<file path="src/hw/rtl/hpm_pkg.sv">
// Shared types, codes and defaults of the half-plane polygon pixel mask.
`default_nettype none

package hpm_pkg;

    localparam int COORD_W        = 12;
    localparam int CHAN_W         = 8;
    localparam int OP_W           = 2;
    localparam int CFG_IDX_W      = 8;
    localparam int CFG_DATA_W     = 16;
    localparam int MAX_LINES_DEF  = 16;
    localparam int COORD_BITS_DEF = 12;

    localparam logic [OP_W-1:0] OP_LOAD  = 2'd0;
    localparam logic [OP_W-1:0] OP_CLEAR = 2'd1;
    localparam logic [OP_W-1:0] OP_PIXEL = 2'd2;

    localparam logic [CFG_IDX_W-1:0] CFG_CENTER_COL = 8'd0;
    localparam logic [CFG_IDX_W-1:0] CFG_CENTER_ROW = 8'd1;

    typedef struct packed {
        logic [OP_W-1:0]    opcode;
        logic [COORD_W-1:0] start_x;
        logic [COORD_W-1:0] start_y;
        logic [COORD_W-1:0] end_x;
        logic [COORD_W-1:0] end_y;
        logic [COORD_W-1:0] pixel_row;
        logic [COORD_W-1:0] pixel_col;
        logic [CHAN_W-1:0]  chan0_in;
        logic [CHAN_W-1:0]  chan1_in;
        logic [CHAN_W-1:0]  chan2_in;
    } hpm_in_t;

    typedef struct packed {
        logic [CHAN_W-1:0] chan0_out;
        logic [CHAN_W-1:0] chan1_out;
        logic [CHAN_W-1:0] chan2_out;
        logic              pixel_cleared;
        logic              table_full;
    } hpm_out_t;

    typedef enum logic [1:0] {
        KIND_LOAD,
        KIND_CLEAR,
        KIND_PIXEL,
        KIND_NOP
    } kind_t;

    // Classified request as it sits in the queue between front and back.
    typedef struct packed {
        kind_t              kind;
        logic [COORD_W-1:0] sx;
        logic [COORD_W-1:0] sy;
        logic [COORD_W-1:0] ex;
        logic [COORD_W-1:0] ey;
        logic [COORD_W-1:0] row;
        logic [COORD_W-1:0] col;
        logic [CHAN_W-1:0]  c0;
        logic [CHAN_W-1:0]  c1;
        logic [CHAN_W-1:0]  c2;
    } hpm_cmd_t;

    typedef enum logic [2:0] {
        ST_IDLE,
        ST_LD1,
        ST_LD2,
        ST_LD3,
        ST_LD4,
        ST_PX,
        ST_RESULT
    } state_t;

endpackage

`default_nettype wire

</file>
<file path="src/hw/rtl/hpm_front.sv">
// Front end: accepts requests and classifies them by opcode.
`default_nettype none

module hpm_front
    import hpm_pkg::*;
(
    input  wire logic     cmd_valid,
    output logic          cmd_ready,
    input  wire hpm_in_t  cmd,
    output logic          push,
    output hpm_cmd_t      entry,
    input  wire logic     q_ready
);

    assign cmd_ready = q_ready;
    assign push      = cmd_valid && q_ready;

    // Only the fields that the request kind needs are carried on.
    always_comb
    begin
        entry = '0;
        case (cmd.opcode)
            OP_LOAD:
            begin
                entry.kind = KIND_LOAD;
                entry.sx   = cmd.start_x;
                entry.sy   = cmd.start_y;
                entry.ex   = cmd.end_x;
                entry.ey   = cmd.end_y;
            end
            OP_CLEAR:
            begin
                entry.kind = KIND_CLEAR;
            end
            OP_PIXEL:
            begin
                entry.kind = KIND_PIXEL;
                entry.row  = cmd.pixel_row;
                entry.col  = cmd.pixel_col;
                entry.c0   = cmd.chan0_in;
                entry.c1   = cmd.chan1_in;
                entry.c2   = cmd.chan2_in;
            end
            default:
            begin
                entry.kind = KIND_NOP;
            end
        endcase
    end

endmodule

`default_nettype wire

</file>
<file path="src/hw/rtl/hpm_queue.sv">
// Two-entry queue that decouples the front end from the back end.
`default_nettype none

module hpm_queue
    import hpm_pkg::*;
(
    input  wire logic     clk,
    input  wire logic     rst_n,
    input  wire logic     push,
    input  wire hpm_cmd_t entry,
    output logic          in_ready,
    output logic          out_valid,
    output hpm_cmd_t      head,
    input  wire logic     pop
);

    hpm_cmd_t   slot_reg [2];
    logic       wr_reg, wr_next;
    logic       rd_reg, rd_next;
    logic [1:0] cnt_reg, cnt_next;
    logic       do_push, do_pop;

    assign in_ready  = (cnt_reg != 2'd2);
    assign out_valid = (cnt_reg != 2'd0);
    assign head      = slot_reg[rd_reg];
    assign do_push   = push && in_ready;
    assign do_pop    = pop && out_valid;

    always_comb
    begin
        wr_next  = do_push ? ~wr_reg : wr_reg;
        rd_next  = do_pop ? ~rd_reg : rd_reg;
        cnt_next = cnt_reg + {1'b0, do_push} - {1'b0, do_pop};
    end

    always_ff @(posedge clk or negedge rst_n)
    begin
        if (!rst_n)
        begin
            wr_reg  <= 1'b0;
            rd_reg  <= 1'b0;
            cnt_reg <= 2'd0;
        end
        else
        begin
            wr_reg  <= wr_next;
            rd_reg  <= rd_next;
            cnt_reg <= cnt_next;
        end
    end

    always_ff @(posedge clk)
    begin
        if (do_push)
        begin
            slot_reg[wr_reg] <= entry;
        end
    end

endmodule

`default_nettype wire

</file>
<file path="src/hw/rtl/hpm_back.sv">
// Back end: line table, coefficient pipeline, per-line pixel test and result register.
`default_nettype none

module hpm_back
    import hpm_pkg::*;
#(
    parameter int MAX_LINES  = MAX_LINES_DEF,
    parameter int COORD_BITS = COORD_BITS_DEF
)
(
    input  wire logic                  clk,
    input  wire logic                  rst_n,
    input  wire logic                  q_valid,
    input  wire hpm_cmd_t              q_cmd,
    output logic                       q_pop,
    input  wire logic                  cfg_valid,
    input  wire logic [CFG_IDX_W-1:0]  cfg_index,
    input  wire logic [CFG_DATA_W-1:0] cfg_data,
    output logic                       res_valid,
    input  wire logic                  res_ready,
    output hpm_out_t                   res
);

    localparam int CB  = COORD_BITS;
    localparam int AW  = CB + 1;
    localparam int PW  = 2 * CB;
    localparam int CWD = 2 * CB + 1;
    localparam int MW  = AW + CFG_DATA_W + 1;
    localparam int SW  = ((MW > CWD + 4) ? MW : CWD + 4) + 2;
    localparam int PVW = AW + CB + 1;
    localparam int VW  = 2 * CB + 3;
    localparam int NW  = $clog2(MAX_LINES + 1);
    localparam int IW  = (MAX_LINES > 1) ? $clog2(MAX_LINES) : 1;

    state_t state_reg, state_next;
    logic [NW-1:0] count_reg, count_next;
    logic [NW-1:0] iss_reg;
    logic          s1_valid_reg, s2_valid_reg;
    logic          clr_reg;
    logic          res_valid_reg;
    hpm_out_t      res_reg;
    hpm_out_t      pend_reg, pend_next;
    logic          res_load;
    logic [CFG_DATA_W-1:0] ccol_reg, crow_reg;

    logic [CB-1:0] sx_reg, sy_reg, ex_reg, ey_reg, row_reg, col_reg;
    logic [CHAN_W-1:0] c0_reg, c1_reg, c2_reg;

    logic signed [AW-1:0]  a_reg, b_reg;
    logic [PW-1:0]         p1_reg, p2_reg;
    logic signed [CWD-1:0] c_reg;
    logic signed [MW-1:0]  ma_reg, mb_reg;
    logic signed [SW-1:0]  s_reg;
    logic signed [SW-1:0]  v_load;
    logic                  side_load;

    logic signed [AW-1:0]  mem_a [MAX_LINES];
    logic signed [AW-1:0]  mem_b [MAX_LINES];
    logic signed [CWD-1:0] mem_c [MAX_LINES];
    logic                  mem_side [MAX_LINES];

    logic signed [AW-1:0]  rd_a_reg, rd_b_reg;
    logic signed [CWD-1:0] rd_c_reg;
    logic                  rd_side_reg;
    logic signed [PVW-1:0] pa_reg, pb_reg;
    logic signed [CWD-1:0] c2_stage_reg;
    logic                  side2_reg;
    logic signed [VW-1:0]  v_pix;
    logic                  out_side;

    logic table_is_full, issue, px_done, mem_we, take;

    assign table_is_full = (count_reg >= NW'(MAX_LINES));
    assign issue   = (state_reg == ST_PX) && (iss_reg < count_reg);
    assign px_done = (iss_reg == count_reg) && !s1_valid_reg && !s2_valid_reg;
    assign mem_we  = (state_reg == ST_LD4);
    assign take    = (state_reg == ST_IDLE) && q_valid;

    // Sign of sixteen times the line value at the center.
    assign v_load    = s_reg + SW'(mb_reg);
    assign side_load = !v_load[SW-1] && (v_load != '0);

    // Line value at the pixel and the strict far-side test.
    assign v_pix    = VW'(pa_reg) + VW'(pb_reg) + VW'(c2_stage_reg);
    assign out_side = side2_reg ? v_pix[VW-1] : (!v_pix[VW-1] && (v_pix != '0));

    always_comb
    begin
        state_next = state_reg;
        count_next = count_reg;
        pend_next  = pend_reg;
        q_pop      = 1'b0;
        res_load   = 1'b0;
        case (state_reg)
            ST_IDLE:
            begin
                q_pop = 1'b1;
                if (q_valid)
                begin
                    pend_next = '0;
                    case (q_cmd.kind)
                        KIND_LOAD:
                        begin
                            if (table_is_full)
                            begin
                                pend_next.table_full = 1'b1;
                                state_next = ST_RESULT;
                            end
                            else
                            begin
                                state_next = ST_LD1;
                            end
                        end
                        KIND_CLEAR:
                        begin
                            count_next = '0;
                            state_next = ST_RESULT;
                        end
                        KIND_PIXEL:
                        begin
                            state_next = ST_PX;
                        end
                        default:
                        begin
                            state_next = ST_RESULT;
                        end
                    endcase
                end
            end
            ST_LD1: state_next = ST_LD2;
            ST_LD2: state_next = ST_LD3;
            ST_LD3: state_next = ST_LD4;
            ST_LD4:
            begin
                count_next = count_reg + 1'b1;
                state_next = ST_RESULT;
            end
            ST_PX:
            begin
                if (px_done)
                begin
                    pend_next.chan0_out     = clr_reg ? '0 : c0_reg;
                    pend_next.chan1_out     = clr_reg ? '0 : c1_reg;
                    pend_next.chan2_out     = clr_reg ? '0 : c2_reg;
                    pend_next.pixel_cleared = clr_reg;
                    pend_next.table_full    = 1'b0;
                    state_next = ST_RESULT;
                end
            end
            ST_RESULT:
            begin
                if (!res_valid_reg || res_ready)
                begin
                    res_load   = 1'b1;
                    state_next = ST_IDLE;
                end
            end
            default: state_next = ST_IDLE;
        endcase
    end

    always_ff @(posedge clk or negedge rst_n)
    begin
        if (!rst_n)
        begin
            state_reg     <= ST_IDLE;
            count_reg     <= '0;
            iss_reg       <= '0;
            s1_valid_reg  <= 1'b0;
            s2_valid_reg  <= 1'b0;
            clr_reg       <= 1'b0;
            res_valid_reg <= 1'b0;
            ccol_reg      <= '0;
            crow_reg      <= '0;
        end
        else
        begin
            state_reg    <= state_next;
            count_reg    <= count_next;
            s1_valid_reg <= issue;
            s2_valid_reg <= s1_valid_reg;
            if (take)
            begin
                iss_reg <= '0;
                clr_reg <= 1'b0;
            end
            else
            begin
                if (issue)
                begin
                    iss_reg <= iss_reg + 1'b1;
                end
                if (s2_valid_reg && out_side)
                begin
                    clr_reg <= 1'b1;
                end
            end
            if (res_load)
            begin
                res_valid_reg <= 1'b1;
            end
            else if (res_ready)
            begin
                res_valid_reg <= 1'b0;
            end
            if (cfg_valid && (cfg_index == CFG_CENTER_COL))
            begin
                ccol_reg <= cfg_data;
            end
            if (cfg_valid && (cfg_index == CFG_CENTER_ROW))
            begin
                crow_reg <= cfg_data;
            end
        end
    end

    always_ff @(posedge clk)
    begin
        pend_reg <= pend_next;
        if (res_load)
        begin
            res_reg <= pend_reg;
        end
        if (take)
        begin
            sx_reg  <= CB'(q_cmd.sx);
            sy_reg  <= CB'(q_cmd.sy);
            ex_reg  <= CB'(q_cmd.ex);
            ey_reg  <= CB'(q_cmd.ey);
            row_reg <= CB'(q_cmd.row);
            col_reg <= CB'(q_cmd.col);
            c0_reg  <= q_cmd.c0;
            c1_reg  <= q_cmd.c1;
            c2_reg  <= q_cmd.c2;
        end
        if (state_reg == ST_LD1)
        begin
            a_reg  <= $signed({1'b0, ey_reg}) - $signed({1'b0, sy_reg});
            b_reg  <= $signed({1'b0, sx_reg}) - $signed({1'b0, ex_reg});
            p1_reg <= ex_reg * sy_reg;
            p2_reg <= sx_reg * ey_reg;
        end
        if (state_reg == ST_LD2)
        begin
            c_reg  <= $signed({1'b0, p1_reg}) - $signed({1'b0, p2_reg});
            ma_reg <= a_reg * $signed({1'b0, ccol_reg});
        end
        if (state_reg == ST_LD3)
        begin
            mb_reg <= b_reg * $signed({1'b0, crow_reg});
            s_reg  <= SW'(ma_reg) + (SW'(c_reg) <<< 4);
        end
        if (s1_valid_reg)
        begin
            pa_reg       <= rd_a_reg * $signed({1'b0, col_reg});
            pb_reg       <= rd_b_reg * $signed({1'b0, row_reg});
            c2_stage_reg <= rd_c_reg;
            side2_reg    <= rd_side_reg;
        end
    end

    // Line table: one write port for loads, one registered read port for tests.
    always_ff @(posedge clk)
    begin
        if (mem_we)
        begin
            mem_a[count_reg[IW-1:0]]    <= a_reg;
            mem_b[count_reg[IW-1:0]]    <= b_reg;
            mem_c[count_reg[IW-1:0]]    <= c_reg;
            mem_side[count_reg[IW-1:0]] <= side_load;
        end
        if (issue)
        begin
            rd_a_reg    <= mem_a[iss_reg[IW-1:0]];
            rd_b_reg    <= mem_b[iss_reg[IW-1:0]];
            rd_c_reg    <= mem_c[iss_reg[IW-1:0]];
            rd_side_reg <= mem_side[iss_reg[IW-1:0]];
        end
    end

    assign res_valid = res_valid_reg;
    assign res       = res_reg;

endmodule

`default_nettype wire

</file>
<file path="src/hw/rtl/half_plane_polygon_pixel_mask.sv">
// Top level of the half-plane polygon pixel mask.
//
// Requests arrive on the cmd channel (valid/ready) and each one gives exactly
// one result on the res channel (valid/ready), in request order. A load request
// turns a segment into line coefficients and stores them together with the side
// of the line on which the configured center lies; a clear request empties the
// table; a pixel request passes the pixel or zeroes it when it lies strictly on
// the far side of any stored line. Loads beyond MAX_LINES are dropped and flagged.
// The cfg channel writes the center column and row; it is always ready and must
// only be used while the block is idle.
// A front end classifies requests into a two-entry queue, so up to two requests
// are taken while the back end is busy. From the queue head, a load runs through
// four stages of coefficient and center-side arithmetic, and a pixel tests the
// stored lines in turn: the line table has one read port and one line is tested
// per cycle. Each request is registered in the queue before the back end takes it.
// Reset empties the table and the queue and zeroes the center. When the receiver
// stalls, the result register holds its value and the back end waits only once
// it has a further result to deliver.
`default_nettype none

module half_plane_polygon_pixel_mask
    import hpm_pkg::*;
#(
    parameter int MAX_LINES  = MAX_LINES_DEF,
    parameter int COORD_BITS = COORD_BITS_DEF
)
(
    input  wire logic                  clk,
    input  wire logic                  rst_n,
    input  wire logic                  cmd_valid,
    output logic                       cmd_ready,
    input  wire hpm_in_t               cmd,
    output logic                       res_valid,
    input  wire logic                  res_ready,
    output hpm_out_t                   res,
    input  wire logic                  cfg_valid,
    output logic                       cfg_ready,
    input  wire logic [CFG_IDX_W-1:0]  cfg_index,
    input  wire logic [CFG_DATA_W-1:0] cfg_data
);

    logic     push;
    hpm_cmd_t entry;
    logic     q_ready;
    logic     q_valid;
    hpm_cmd_t q_head;
    logic     q_pop;

    // Configuration writes are taken in any cycle.
    assign cfg_ready = 1'b1;

    hpm_front u_front (
        .cmd_valid (cmd_valid),
        .cmd_ready (cmd_ready),
        .cmd       (cmd),
        .push      (push),
        .entry     (entry),
        .q_ready   (q_ready)
    );

    hpm_queue u_queue (
        .clk       (clk),
        .rst_n     (rst_n),
        .push      (push),
        .entry     (entry),
        .in_ready  (q_ready),
        .out_valid (q_valid),
        .head      (q_head),
        .pop       (q_pop)
    );

    hpm_back #(
        .MAX_LINES  (MAX_LINES),
        .COORD_BITS (COORD_BITS)
    ) u_back (
        .clk       (clk),
        .rst_n     (rst_n),
        .q_valid   (q_valid),
        .q_cmd     (q_head),
        .q_pop     (q_pop),
        .cfg_valid (cfg_valid),
        .cfg_index (cfg_index),
        .cfg_data  (cfg_data),
        .res_valid (res_valid),
        .res_ready (res_ready),
        .res       (res)
    );

endmodule

`default_nettype wire

</file>
<file path="config.mk">
export PLATFORM = sky130hd
export DESIGN_NAME = half_plane_polygon_pixel_mask
export DESIGN_NICKNAME = d
export VERILOG_FILES = /design/src/hw/rtl/hpm_pkg.sv /design/src/hw/rtl/hpm_front.sv /design/src/hw/rtl/hpm_queue.sv /design/src/hw/rtl/hpm_back.sv /design/src/hw/rtl/half_plane_polygon_pixel_mask.sv
export SDC_FILE = /design/constraint.sdc
export NUM_CORES = 2
export LEC_CHECK = 0
export ABC_CLOCK_PERIOD_IN_PS = 8900
export BUFFER_PORTS_ARGS = -buffer_cell sky130_fd_sc_hd__buf_2
export CAP_MARGIN = 20
export CORE_UTILIZATION = 35
export DETAILED_ROUTE_END_ITERATION = 10
export PLACE_DENSITY_LB_ADDON = 0.1
export SETUP_SLACK_MARGIN = 0.3
export SYNTH_ARGS = -nofsm -noshare
export SYNTH_HDL_FRONTEND = slang
export SYNTH_HIERARCHICAL = 1
export SYNTH_SLANG_ARGS = --single-unit
</file>
<file path="constraint.sdc">
create_clock -name clk -period 8.9 [get_ports clk]
set_input_delay 1.78 -clock clk [delete_from_list [all_inputs] [get_ports clk]]
set_output_delay 1.78 -clock clk [all_outputs]
set_load 0.01 [all_outputs]
</file>
==> qor.csv <==
stage,metric,value,unit
critical_path,"slowest stage cell, crit path",edfxtp_1,
routing,1st-iter DRT viols,3577,
routing,remaining antenna violation count,0,
synth,synth warn,6,
timing,final setup TNS,0,ns
routing,per-cell routed wire length,23.2,um
routing,DR top layer,met4,
timing,min Tclk post-route,6.84,ns
synth,unique cell type count in the Yosys netlist,90,
critical_path,crit path DAT,7.45,ns
timing,hold_ws,0.412,ns
grt,Tot GR Track Use,18.7,%
grt,initial antenna violation count,24,
routing,drt via density,4.94,
critical_path,crit path launch,u_back/a_reg[1],
finish,Finished Layout Cells,11300,
critical_path,Reg2Reg Depth,18,
critical_path,crit-path most repeated cell,fa_1,
critical_path,CP cell instances,and2_1 -> fa_1 -> inv_1 -> fa_1 -> inv_1 -> fa_1 -> fa_1 -> fa_1 -> fa_1 -> ha_1 -> or3_1 -> a311oi_1 -> nor3_1 -> nor2_1 -> a311oi_1 -> o32a_1 -> a211o_1 -> o211a_1,
worst_hold_path,hold path endpoint,u_back/res[9],
critical_path,critical path launch point type,register,
routing,vias,55900,
synth,register area share after synthesis,47.3,%
clocking,Clk Tree Root Cell,clkbuf_16,
finish,fin nets,9008,
grt,global-route wire length before repair,388000,um
grt,vias in the first global route,59200,
routing,first drt pass iteration count,5,
timing,Fmax achieved,146,MHz
floorplan,num rows,193,
critical_path,r2r setup slk,2.06,ns
clocking,H-Tree Depth,4,
clocking,worst skew pair latency,0.86,ns
clocking,Clock Path Buffers,4,
worst_hold_path,hold crit path type,reg2reg,
clocking,# Post-CTS Setup Buffers,0,
critical_path,crit end category,register,
clocking,CTS tree,yes,
clocking,CTS Hold Bufs,0,
flow_run,maxcap violations,0,
finish,area growth from synthesis to layout,11.0,%
critical_path,FF-to-FF Start,u_back/a_reg[1],
synth,Syn Inst Count,7297,
synth,mapped cell area,97900,sq um
clocking,clk slew on worst S/H paths,0.06,ns
critical_path,Critical Path Fanout Max,32,
timing,Max-slew headroom,23.4,%
floorplan,core area,277000,sq um
floorplan,initial core utilization,35.3,%
grt,Overflow after GRT,0,
synth,Mapped Nets,8854,
routing,met2 wire len,127000,um
critical_path,worst path required time,9.51,ns
routing,drt drc,0,
run_status,status,"complete, no violations",
timing,Max Slew Vio Count,0,
floorplan,Die H,531,um
clocking,CTS resizes,0,
worst_hold_path,worst hold start,u_back/pend_reg[9],
timing,Final Skew,0.0573,ns
timing,RSZ-0062 raised after global routing,no,
finish,Largest register FFs,400,
timing,Final Cycle Share,76.8,%
critical_path,Critical Path Max Stage Delay,0.76,ns
floorplan,I/O pin cnt,156,
placed_design,# port buffers,154,
floorplan,die area,282000,sq um
critical_path,Setup CP Type,reg2reg,
placed_design,RePlAce Congestion,0.849,
timing,worst slew pin tran,1.15,ns
synth,Post-synth EDFFs,1496,
routing,Post-Route M1 WL,117000,um
finish,Layout fillers,26400,
routing,met3 WL,10800,um
synth,Seq cells post-synth,1549,
synth,Async SR Flop Fraction,3.42,%
finish,fin util,39.2,%
timing,final setup fails,0,
clocking,Sink Count,1549,
synth,dominant synthesized flop cell,edfxtp_1,
placed_design,placed cells,11000,
synth,Syn Area/Cell,13.4,sq um
timing,final hold vios,0,
placed_design,post-DP HPWL,183000,um
worst_hold_path,Hold Crit Depth,0,
routing,total wire length,262000,um
grt,largest net degree at the start of global routing,110,
clocking,cts bufs inserted,186,
floorplan,die extent in x,531,um
finish,share of layout cells above drive strength 1,12.9,%
critical_path,worst reg2reg endpoint,u_back/ma_reg[29],
## how the worst max path moves through the flow
stage / endpoint / slack, ns
CTS: u_back/ma_reg[29] / 2.12
detailed placement: u_back/ma_reg[29] / 2.12
global placement: u_back/ma_reg[29] / 2.13
finish: u_back/ma_reg[29] / 2.06
floorplan: u_queue/slot_reg[0][0] / 2.26
global route: u_back/mb_reg[28] / 1.75
## cells in the mapped netlist (121+ instances only)
cell / instances / share of area (%)
nor2_1: 226 / 0.87
inv_1: 1105 / 4.2
mux4_2: 260 / 6.0
and2_1: 425 / 2.7
a21oi_1: 169 / 0.86
nand2_1: 649 / 2.5
ha_1: 594 / 7.6
xnor2_1: 156 / 1.4
fa_1: 836 / 17
clkbuf_1: 202 / 0.77
mux2_2: 121 / 1.4
edfxtp_1: 1496 / 46
## layout make-up
class	count	area, sq um	share of cell area (%)
Inverter	1108	4160	3.83
Sequential cell	1549	46300	42.6
Tap cell	3705	4640	4.27
Clock inverter	103	918	0.845
Clock buffer	224	4860	4.47
Antenna cell	16	40.0	0.0369
Multi-Input combinational cell	4380	46400	42.7
Timing Repair Buffer	226	1350	1.24
## routing by layer
| layer | up-vias | global-route usage [%] |
|---|---|---|
| li1 | 25400 | - |
| met1 | 29100 | 25.4 |
| met2 | 1095 | 31.3 |
| met3 | 324 | 2.55 |
| met4 | 0 | 5.13 |
| met5 | - | 0 |
## logic make-up (layout without fill, tap and decap cells)
family	Yosys count	in the layout	synth area share (%)
and+or+nand+nor	1775	1775	9.38
DFF	1549	1549	47.3
adders and majority gates	1430	1430	24.7
buffers and inverters	1368	1661	5.43
AOI/OAI and AO/OA	569	569	3.80
muxes	398	398	7.60
xor gates and xnor gates	207	207	1.85
other	1	17	0.00383
## metrics by stage
stage	worst slack (ns)	area, sq um
global placement	2.13	103000
detailed placement	2.12	103000
floorplan	2.26	97900
finish	2.06	109000
CTS	2.12	109000
global route	1.75	109000
## critical path: cells and delay by family, from the launching register on
family          cells  cell delay, ns
flops               1            0.76
fa+ha+maj           7            3.18
simple gates        4            1.17
compound gates      5            1.38
buf+inv             2            0.10
## layout by cell type, fill, tap and decap left out, types with 18 or more instances in the layout
| cell type | n |
|---|---|
| clkbuf_1 | 34 |
| mux2_2 | 121 |
| a21boi_0 | 18 |
| nor3b_1 | 20 |
| edfxtp_1 | 1496 |
| nor3_1 | 78 |
| nor2b_1 | 64 |
| clkinv_1 | 39 |
| nand3_1 | 68 |
| ha_1 | 594 |
| nand2_1 | 649 |
| nand2b_1 | 33 |
| mux4_2 | 260 |
| o21bai_1 | 20 |
| or3_1 | 29 |
| and3b_1 | 49 |
| buf_4 | 71 |
| nor3b_2 | 40 |
| a31oi_1 | 19 |
| clkinv_2 | 29 |
| o21ai_0 | 110 |
| buf_2 | 152 |
| and2_1 | 410 |
| and3_1 | 26 |
| nor2_1 | 223 |
| xor2_1 | 51 |
| fa_1 | 836 |
| clkbuf_16 | 188 |
| xnor2_1 | 156 |
| a211oi_1 | 21 |
| inv_1 | 1104 |
| dfrtp_1 | 47 |
| o211ai_1 | 18 |
| a21o_1 | 54 |
| a21oi_1 | 169 |
Power is not shown: default switching activity piles up to over one toggle a cycle in this logic, so the estimate is an artifact.
